`config.mk`:
```
export PLATFORM = sky130hd
export DESIGN_NAME = contactor_command_responder
export DESIGN_NICKNAME = d
export VERILOG_FILES = /design/src/rtl/core/ccr_pkg.sv /design/src/rtl/core/ccr_decode.sv /design/src/rtl/core/ccr_serializer.sv /design/src/rtl/core/contactor_command_responder.sv
export SDC_FILE = /design/constraint.sdc
export NUM_CORES = 1
export LEC_CHECK = 0
export ABC_AREA = 1
export BUFFER_PORTS_ARGS = -buffer_cell sky130_fd_sc_hd__buf_4
export CORE_ASPECT_RATIO = 0.5
export CORE_UTILIZATION = 30
export CTS_CLUSTER_DIAMETER = 100
export DETAILED_ROUTE_END_ITERATION = 7
export PLACE_DENSITY = 0.56
export SLEW_MARGIN = 40
export SYNTH_ARGS = -nofsm -noshare
export SYNTH_HDL_FRONTEND = slang
export SYNTH_SLANG_ARGS = --single-unit
```
`constraint.sdc`:
```
create_clock -name clk -period 2.5 [get_ports clk]
set_input_delay 0.5 -clock clk [delete_from_list [all_inputs] [get_ports clk]]
set_output_delay 0.5 -clock clk [all_outputs]
set_load 0.01 [all_outputs]
```
`src/rtl/core/ccr_pkg.sv`:
```
`timescale 1ns / 1ps
`default_nettype none
package ccr_pkg;

	localparam int REPLY_MAX = 6;
	localparam int CNT_W     = 3;

	localparam logic [7:0] DEV_ADDRESS = 8'h31;
	localparam logic [7:0] REPLY_FLAG  = 8'h80;

	// command codes
	localparam logic [7:0] CMD_CONT_ON   = 8'h17;
	localparam logic [7:0] CMD_CONT_OFF  = 8'h18;
	localparam logic [7:0] CMD_TELEMETRY = 8'h22;
	localparam logic [7:0] CMD_SET_V     = 8'h34;
	localparam logic [7:0] CMD_SET_V_SAVE = 8'h35;
	localparam logic [7:0] CMD_STATE     = 8'h12;
	localparam logic [7:0] CMD_VERIFY    = 8'h2A;

	// expected length bytes
	localparam logic [7:0] LEN_CONT  = 8'h02;
	localparam logic [7:0] LEN_SET_V = 8'h04;
	localparam logic [7:0] LEN_NONE  = 8'h00;

	// contactor selectors
	localparam logic [7:0] SEL_MAIN     = 8'h01;
	localparam logic [7:0] SEL_MAIN_HI  = 8'h10;
	localparam logic [7:0] SEL_SW       = 8'h02;
	localparam logic [7:0] SEL_SW_HI    = 8'h20;
	localparam logic [7:0] SEL_BOTH     = 8'h03;
	localparam logic [7:0] SEL_BOTH_HI  = 8'h30;

	typedef struct packed {
		logic [7:0] dev_addr;
		logic [7:0] cmd;
		logic [7:0] data_len;
		logic [7:0] data0;
		logic [7:0] data1;
		logic [7:0] data2;
	} frame_t;

	typedef struct packed {
		logic [7:0]  reply_byte;
		logic        reply_last;
		logic        main_contactor_on;
		logic        switched_contactor_on;
		logic        voltage_valid;
		logic [15:0] voltage_word;
	} reply_beat_t;

	// one decoded reply, handed from decode to serializer
	typedef struct packed {
		logic                            ok;
		logic [CNT_W-1:0]                n;
		logic [REPLY_MAX-1:0][7:0]       bytes;
		logic                            main_on;
		logic                            switched_on;
		logic                            vvalid;
		logic [15:0]                     vword;
	} reply_rec_t;

endpackage
`default_nettype wire

```
`src/rtl/core/ccr_decode.sv`:
```
`timescale 1ns / 1ps
`default_nettype none
module ccr_decode (
	input  wire logic            clk,
	input  wire logic            arst_n,
	input  wire ccr_pkg::frame_t frame,
	input  wire logic            commit,
	output ccr_pkg::reply_rec_t  rec
);
	import ccr_pkg::*;

	logic main_q, switched_q;
	logic main_d, switched_d;
	logic ok, is_on_off;
	logic [7:0] status_byte;

	always_comb begin
		ok        = 1'b0;
		is_on_off = 1'b0;
		rec       = '0;
		status_byte = {6'd0, switched_q, main_q};
		rec.bytes[0] = DEV_ADDRESS;
		rec.bytes[1] = frame.cmd | REPLY_FLAG;
		rec.bytes[2] = 8'h01;
		rec.n        = CNT_W'(4);
		case (frame.cmd)
			CMD_CONT_ON, CMD_CONT_OFF: begin
				ok        = (frame.data_len == LEN_CONT);
				is_on_off = 1'b1;
			end
			CMD_TELEMETRY: begin
				ok = (frame.data_len == LEN_NONE);
				rec.bytes[2] = 8'h03;
				rec.n        = CNT_W'(6);
			end
			CMD_SET_V, CMD_SET_V_SAVE: begin
				ok         = (frame.data_len == LEN_SET_V);
				rec.vvalid = 1'b1;
				rec.vword  = {frame.data2, frame.data1};
			end
			CMD_STATE: begin
				ok = (frame.data_len == LEN_NONE);
				rec.bytes[2] = 8'h02;
				rec.bytes[3] = status_byte;
				// checksum over a single byte is the byte itself
				rec.bytes[4] = status_byte;
				rec.n        = CNT_W'(5);
			end
			CMD_VERIFY: begin
				ok = (frame.data_len == LEN_NONE);
			end
			default: begin
				ok = 1'b0;
			end
		endcase
		ok     = ok && (frame.dev_addr == DEV_ADDRESS);
		rec.ok = ok;
		if (!rec.vvalid || !ok) begin
			rec.vword  = '0;
			rec.vvalid = 1'b0;
		end

		main_d     = main_q;
		switched_d = switched_q;
		if (ok && is_on_off) begin
			case (frame.data0)
				SEL_MAIN, SEL_MAIN_HI: begin
					main_d = (frame.cmd == CMD_CONT_ON);
				end
				SEL_SW, SEL_SW_HI: begin
					switched_d = (frame.cmd == CMD_CONT_ON);
				end
				SEL_BOTH, SEL_BOTH_HI: begin
					main_d     = (frame.cmd == CMD_CONT_ON);
					switched_d = (frame.cmd == CMD_CONT_ON);
				end
				default: begin
					main_d = main_q;
				end
			endcase
		end
		rec.main_on     = main_d;
		rec.switched_on = switched_d;
	end

	always_ff @(posedge clk or negedge arst_n) begin
		if (!arst_n) begin
			main_q     <= 1'b0;
			switched_q <= 1'b0;
		end else if (commit) begin
			main_q     <= main_d;
			switched_q <= switched_d;
		end
	end

endmodule
`default_nettype wire

```
`src/rtl/core/ccr_serializer.sv`:
```
`timescale 1ns / 1ps
`default_nettype none
module ccr_serializer (
	input  wire logic                clk,
	input  wire logic                arst_n,
	input  wire logic                load,
	input  wire ccr_pkg::reply_rec_t rec,
	output logic                     can_load,
	output logic                     reply_valid,
	input  wire logic                reply_stall,
	output ccr_pkg::reply_beat_t     reply
);
	import ccr_pkg::*;

	logic                      valid_q;
	logic [CNT_W-1:0]          remain_q;
	logic [REPLY_MAX-1:0][7:0] bytes_q;
	logic                      main_q, switched_q, vvalid_q;
	logic [15:0]               vword_q;
	logic                      consume, last;

	assign last     = (remain_q == CNT_W'(1));
	assign consume  = valid_q && !reply_stall;
	assign can_load = !valid_q || (consume && last);

	always_ff @(posedge clk or negedge arst_n) begin
		if (!arst_n) begin
			valid_q  <= 1'b0;
			remain_q <= '0;
		end else if (load) begin
			valid_q  <= 1'b1;
			remain_q <= rec.n;
		end else if (consume) begin
			valid_q  <= !last;
			remain_q <= remain_q - CNT_W'(1);
		end
	end

	// payload: shift one byte out per beat
	always_ff @(posedge clk) begin
		if (load) begin
			bytes_q    <= rec.bytes;
			main_q     <= rec.main_on;
			switched_q <= rec.switched_on;
			vvalid_q   <= rec.vvalid;
			vword_q    <= rec.vword;
		end else if (consume) begin
			bytes_q <= {8'h00, bytes_q[REPLY_MAX-1:1]};
		end
	end

	assign reply_valid                 = valid_q;
	assign reply.reply_byte            = bytes_q[0];
	assign reply.reply_last            = last;
	assign reply.main_contactor_on     = main_q;
	assign reply.switched_contactor_on = switched_q;
	assign reply.voltage_valid         = vvalid_q;
	assign reply.voltage_word          = vword_q;

endmodule
`default_nettype wire

```
`src/rtl/core/contactor_command_responder.sv`:
```
`timescale 1ns / 1ps
`default_nettype none
// Contactor command responder for device address 0x31.
// Frame channel (frame_valid / frame_stall / frame): one received command
// frame per beat. Reply channel (reply_valid / reply_stall / reply): one reply
// byte per beat, reply_last marks the final byte; contactor flags and the
// voltage word ride along on every beat of that reply.
// Path: a frame accepted into the input register is decoded there and loaded
// into the reply shifter once it can load, and the shifter register then
// offers its first reply byte.
// Throughput: the reply shifter sends one byte per cycle while reply_stall is
// low; a recognized frame's reply is 4, 5 or 6 bytes, by command; a new frame
// is accepted while the previous reply drains. Unrecognized frames are dropped
// with no reply and no state change.
// Reset clears both contactor flags (off) and empties both registers.
// A stalled reply holds its byte; a recognized frame waiting in the input
// register raises frame_stall until the shifter takes the reply's last byte.
module contactor_command_responder (
	input  wire logic                 clk,
	input  wire logic                 arst_n,
	input  wire logic                 frame_valid,
	output logic                      frame_stall,
	input  wire ccr_pkg::frame_t      frame,
	output logic                      reply_valid,
	input  wire logic                 reply_stall,
	output ccr_pkg::reply_beat_t      reply
);
	import ccr_pkg::*;

	logic       valid_s1;
	frame_t     frame_s1;
	reply_rec_t rec;
	logic       can_load;
	logic       advance;

	// the held frame leaves when dropped or when the shifter takes it
	assign advance     = valid_s1 && (!rec.ok || can_load);
	assign frame_stall = valid_s1 && !advance;

	always_ff @(posedge clk or negedge arst_n) begin
		if (!arst_n) begin
			valid_s1 <= 1'b0;
		end else if (!frame_stall) begin
			valid_s1 <= frame_valid;
		end
	end

	always_ff @(posedge clk) begin
		if (frame_valid && !frame_stall) begin
			frame_s1 <= frame;
		end
	end

	ccr_decode u_decode (
		.clk    (clk),
		.arst_n (arst_n),
		.frame  (frame_s1),
		.commit (advance),
		.rec    (rec)
	);

	ccr_serializer u_serializer (
		.clk         (clk),
		.arst_n      (arst_n),
		.load        (advance && rec.ok),
		.rec         (rec),
		.can_load    (can_load),
		.reply_valid (reply_valid),
		.reply_stall (reply_stall),
		.reply       (reply)
	);

endmodule
`default_nettype wire
```
==> impl_metrics.env <==
export IMPL_outcome="completed"
export IMPL_final_seq_area_sq_mm=0.002758
export IMPL_syn_area_per_cell_sq_um=11.81
export IMPL_critPathKind="reg2out"
export IMPL_syn_to_final_growth_pct=27.58
export IMPL_routedWlPerCell_um=11.83
export IMPL_cts_max_level=3
export IMPL_power_switching_w=0.0006945
export IMPL_cp_end_kind="primary output"
export IMPL_grt_start_max_net_pins=49
export IMPL_hold_class="in2reg"
export IMPL_place_congestion=0.8217
export IMPL_wirelength_um=7017
export IMPL_crit_top_cell="nor2_2"
export IMPL_clkPwrFrac_pct=38.7
export IMPL_clkLatencyLatePin_ns=0.34
export IMPL_grt_ovfl_total=0
export IMPL_period_share_pct=93.55
export IMPL_syn_num_nets=387
export IMPL_multi_input_area_sq_um=849.6
export IMPL_coreArea_sq_mm=0.01274
export IMPL_fp_dieW_um=163.9
export IMPL_slowest_stage="edfxtp_1"
export IMPL_synth_top_area_share_pct=61.07
export IMPL_dr_pass1_iters=4
export IMPL_leakagePower_nw=2.255
export IMPL_cts_buffer_depth=2
export IMPL_drt_iter0_markers=136
export IMPL_reg2reg_depth=9
export IMPL_place_ws_ns=0.3069
export IMPL_grt_pass1_vias=2341
export IMPL_die_h_um=82.97
export IMPL_ys_ff_latch=96
export IMPL_critPathMaxStageDelay_ns=0.35
export IMPL_rsz0062_at_grt="false"
export IMPL_fin_nets=472
export IMPL_io_pins=82
export IMPL_ant_nets=0
export IMPL_skew_ns=0.008275
export IMPL_p_int_w=0.002579
export IMPL_num_vias=2381
export IMPL_min_path_cells=1
export IMPL_switching_share_pct=21.21
export IMPL_ir_drop_v=0.0002887
export IMPL_vias_per_cell=4.015
export IMPL_nFillCells=1216
export IMPL_setup_tns_ns=0
export IMPL_seqPwrFrac_pct=56.0
export IMPL_final_common_cell="buf_4"
export IMPL_p_comb_share_pct=5.3
export IMPL_grt_use_total_pct=11.71
export IMPL_synth_area_leaders="edfxtp_1 (61%), inv_1 (5.1%), dfxtp_1 (4.6%)"
export IMPL_yosysWarnings=0
export IMPL_path_max_fanout=3
export IMPL_antenna_cells=0
export IMPL_async_flop_share_pct=7.292
export IMPL_synth_top_area_cell="edfxtp_1"
export IMPL_max_freq_ghz=0.4276
export IMPL_die_area_sq_mm=0.01360
export IMPL_port_buffers=81
export IMPL_critPathLaunchType="flop"
export IMPL_cts_sinks=96
export IMPL_final_cell_mix="buf_4 (89), edfxtp_1 (80), inv_1 (52), nand2_1 (45), nor2_1 (33)"
export IMPL_hpwl_um=5111
export IMPL_crit_path_cell_trace="or2_1, nor2_2, nand2_1, nor2_2, nand2_2, a21oi_4, nand4_1, inv_1, buf_4"
export IMPL_cts_buffers=9
export IMPL_path_clk_slew_ns=0.07
export IMPL_drcViolationCount=0
export IMPL_cp_data_required_time_ns=2.00
export IMPL_drive_gt1_share_pct=32.86
export IMPL_slew_violations=0
export IMPL_cts_tree="done"
export IMPL_hold_viol_final=0
export IMPL_setup_ws_ns=0.1614
export IMPL_start_util_pct=30.89
export IMPL_layout_min_cycle_time_ns=2.339
export IMPL_drv_cap=0
export IMPL_cp_arrival_ns=1.84
export IMPL_setup_violations=0
export IMPL_cts_root_buf="clkbuf_16"
export IMPL_num_rows=29
export IMPL_antenna_found_initial=0
export IMPL_postSynthCellCount=333
export IMPL_synth_cell_type_count=35
export IMPL_grt_pass1_wl_um=11760
export IMPL_synth_top_flop_cell="edfxtp_1"
export IMPL_power_w=0.003274
export IMPL_power_per_cell_area_mw_per_mm2=652.3
export IMPL_synth_edff_count=80
export IMPL_yosysSeqAreaShare_pct=70.10
export IMPL_syn_area_sq_mm=0.003934
[cell usage after synthesis, drive strengths merged, types with 3 or more instances]
library cell,count
edfxtp,80
inv,57
nand2,50
nor2,47
nand3,18
buf,16
nand4,11
o21ai,10
dfxtp,9
dfrtp,7
or2,6
o211ai,5
and2,3
[area by class of cell]
class                   instances  share of cell area (%)
flip-flops and latches         96                   54.95
multi-input cells             162                   16.93
repair buffers                 91                   13.91
clock buffers                   9                   4.488
inverters                      58                   4.413
well taps                     170                   4.238
clock inverters                 7                   1.072
[cell families (layout without fill, tap and decap cells)]
group                      after synthesis  count (layout)  share of synthesized area, %
and+or+nand+nor                        140             140                         17.40
DFF                                     96              96                         70.10
buffers and inverters                   75             165                         8.556
AOI/OAI and AO/OA                       17              17                         2.767
adders and majority gates                2               2                        0.6360
xor gates and xnor gates                 2               2                        0.4454
other                                    1               1                       0.09533
[critical path: cells and delay by family, from the launching register on]
kind	cells	cell delay, ns
AO/OA/AOI/OAI	1	0.14
buffers and inverters	2	0.19
flip-flops	1	0.35
AND/OR/NAND/NOR	6	0.81
[power groups by stage]
stage	logic (W)	registers [W]	clock network, W
2_1_floorplan	0.0000869	0.00186	0
3_3_place_gp	0.000166	0.00187	0
3_5_place_dp	0.000171	0.00187	0
4_1_cts	0.000172	0.00184	0.00132
5_1_grt	0.000197	0.00184	0.00137
6_report	0.000173	0.00183	0.00127
[per-stage QoR]
stage / cells / hold WS, ns / util (%) / cell area [sq um]
floorplan: 333 / 0.2044 / - / 3940
global placement: 573 / 0.3178 / 36.90 / 4700
detailed placement: 573 / 0.3196 / 36.90 / 4700
CTS: 591 / 0.3127 / 39.23 / 4996
global route: 593 / 0.3118 / 39.40 / 5019
finish: 593 / 0.3314 / 39.40 / 5019
[sequential cells by signal, indices dropped and copies added (netlist names)]
name,cells
frame_s1,48
u_decode.main_q,1
u_decode.switched_q,1
u_serializer.bytes_q,14
u_serializer.main_q,1
u_serializer.remain_q,3
u_serializer.reply,8
u_serializer.reply_valid,1
u_serializer.switched_q,1
u_serializer.vvalid_q,1
u_serializer.vword_q,16
valid_s1,1
[final timing paths]
| path | start | slack, ns | end |
|---|---|---|---|
| worst max register to register | frame_s1[24] | 0.35 | u_serializer.switched_q |
| worst max-delay path | frame_s1[24] | 0.16 | frame_stall |
| max in group asynchronous | arst_n | 1.87 | u_serializer.remain_q[0] |
| min in group asynchronous | arst_n | 0.51 | u_serializer.remain_q[2] |
| worst min-delay path | frame[3] | 0.33 | frame_s1[3] |
| worst min register to register | u_serializer.bytes_q[15] | 0.48 | u_serializer.bytes_q[15] |
[metal layers]
metal	wire [um]	GRT usage, %
met5	0	0
met4	110	5.724
met2	3414	17.99
met1	3161	14.70
met3	332	4.046
[timing repair]
item	4_1_cts	5_1_grt
pin swaps	2	1
endpoints found under the setup margin	1	1
hold buffers	1	0
resized for setup	0	2
buffers inserted	1	2
hold endpoints to repair	7	0
No activity file was read; power rests on OpenSTA's default activity.
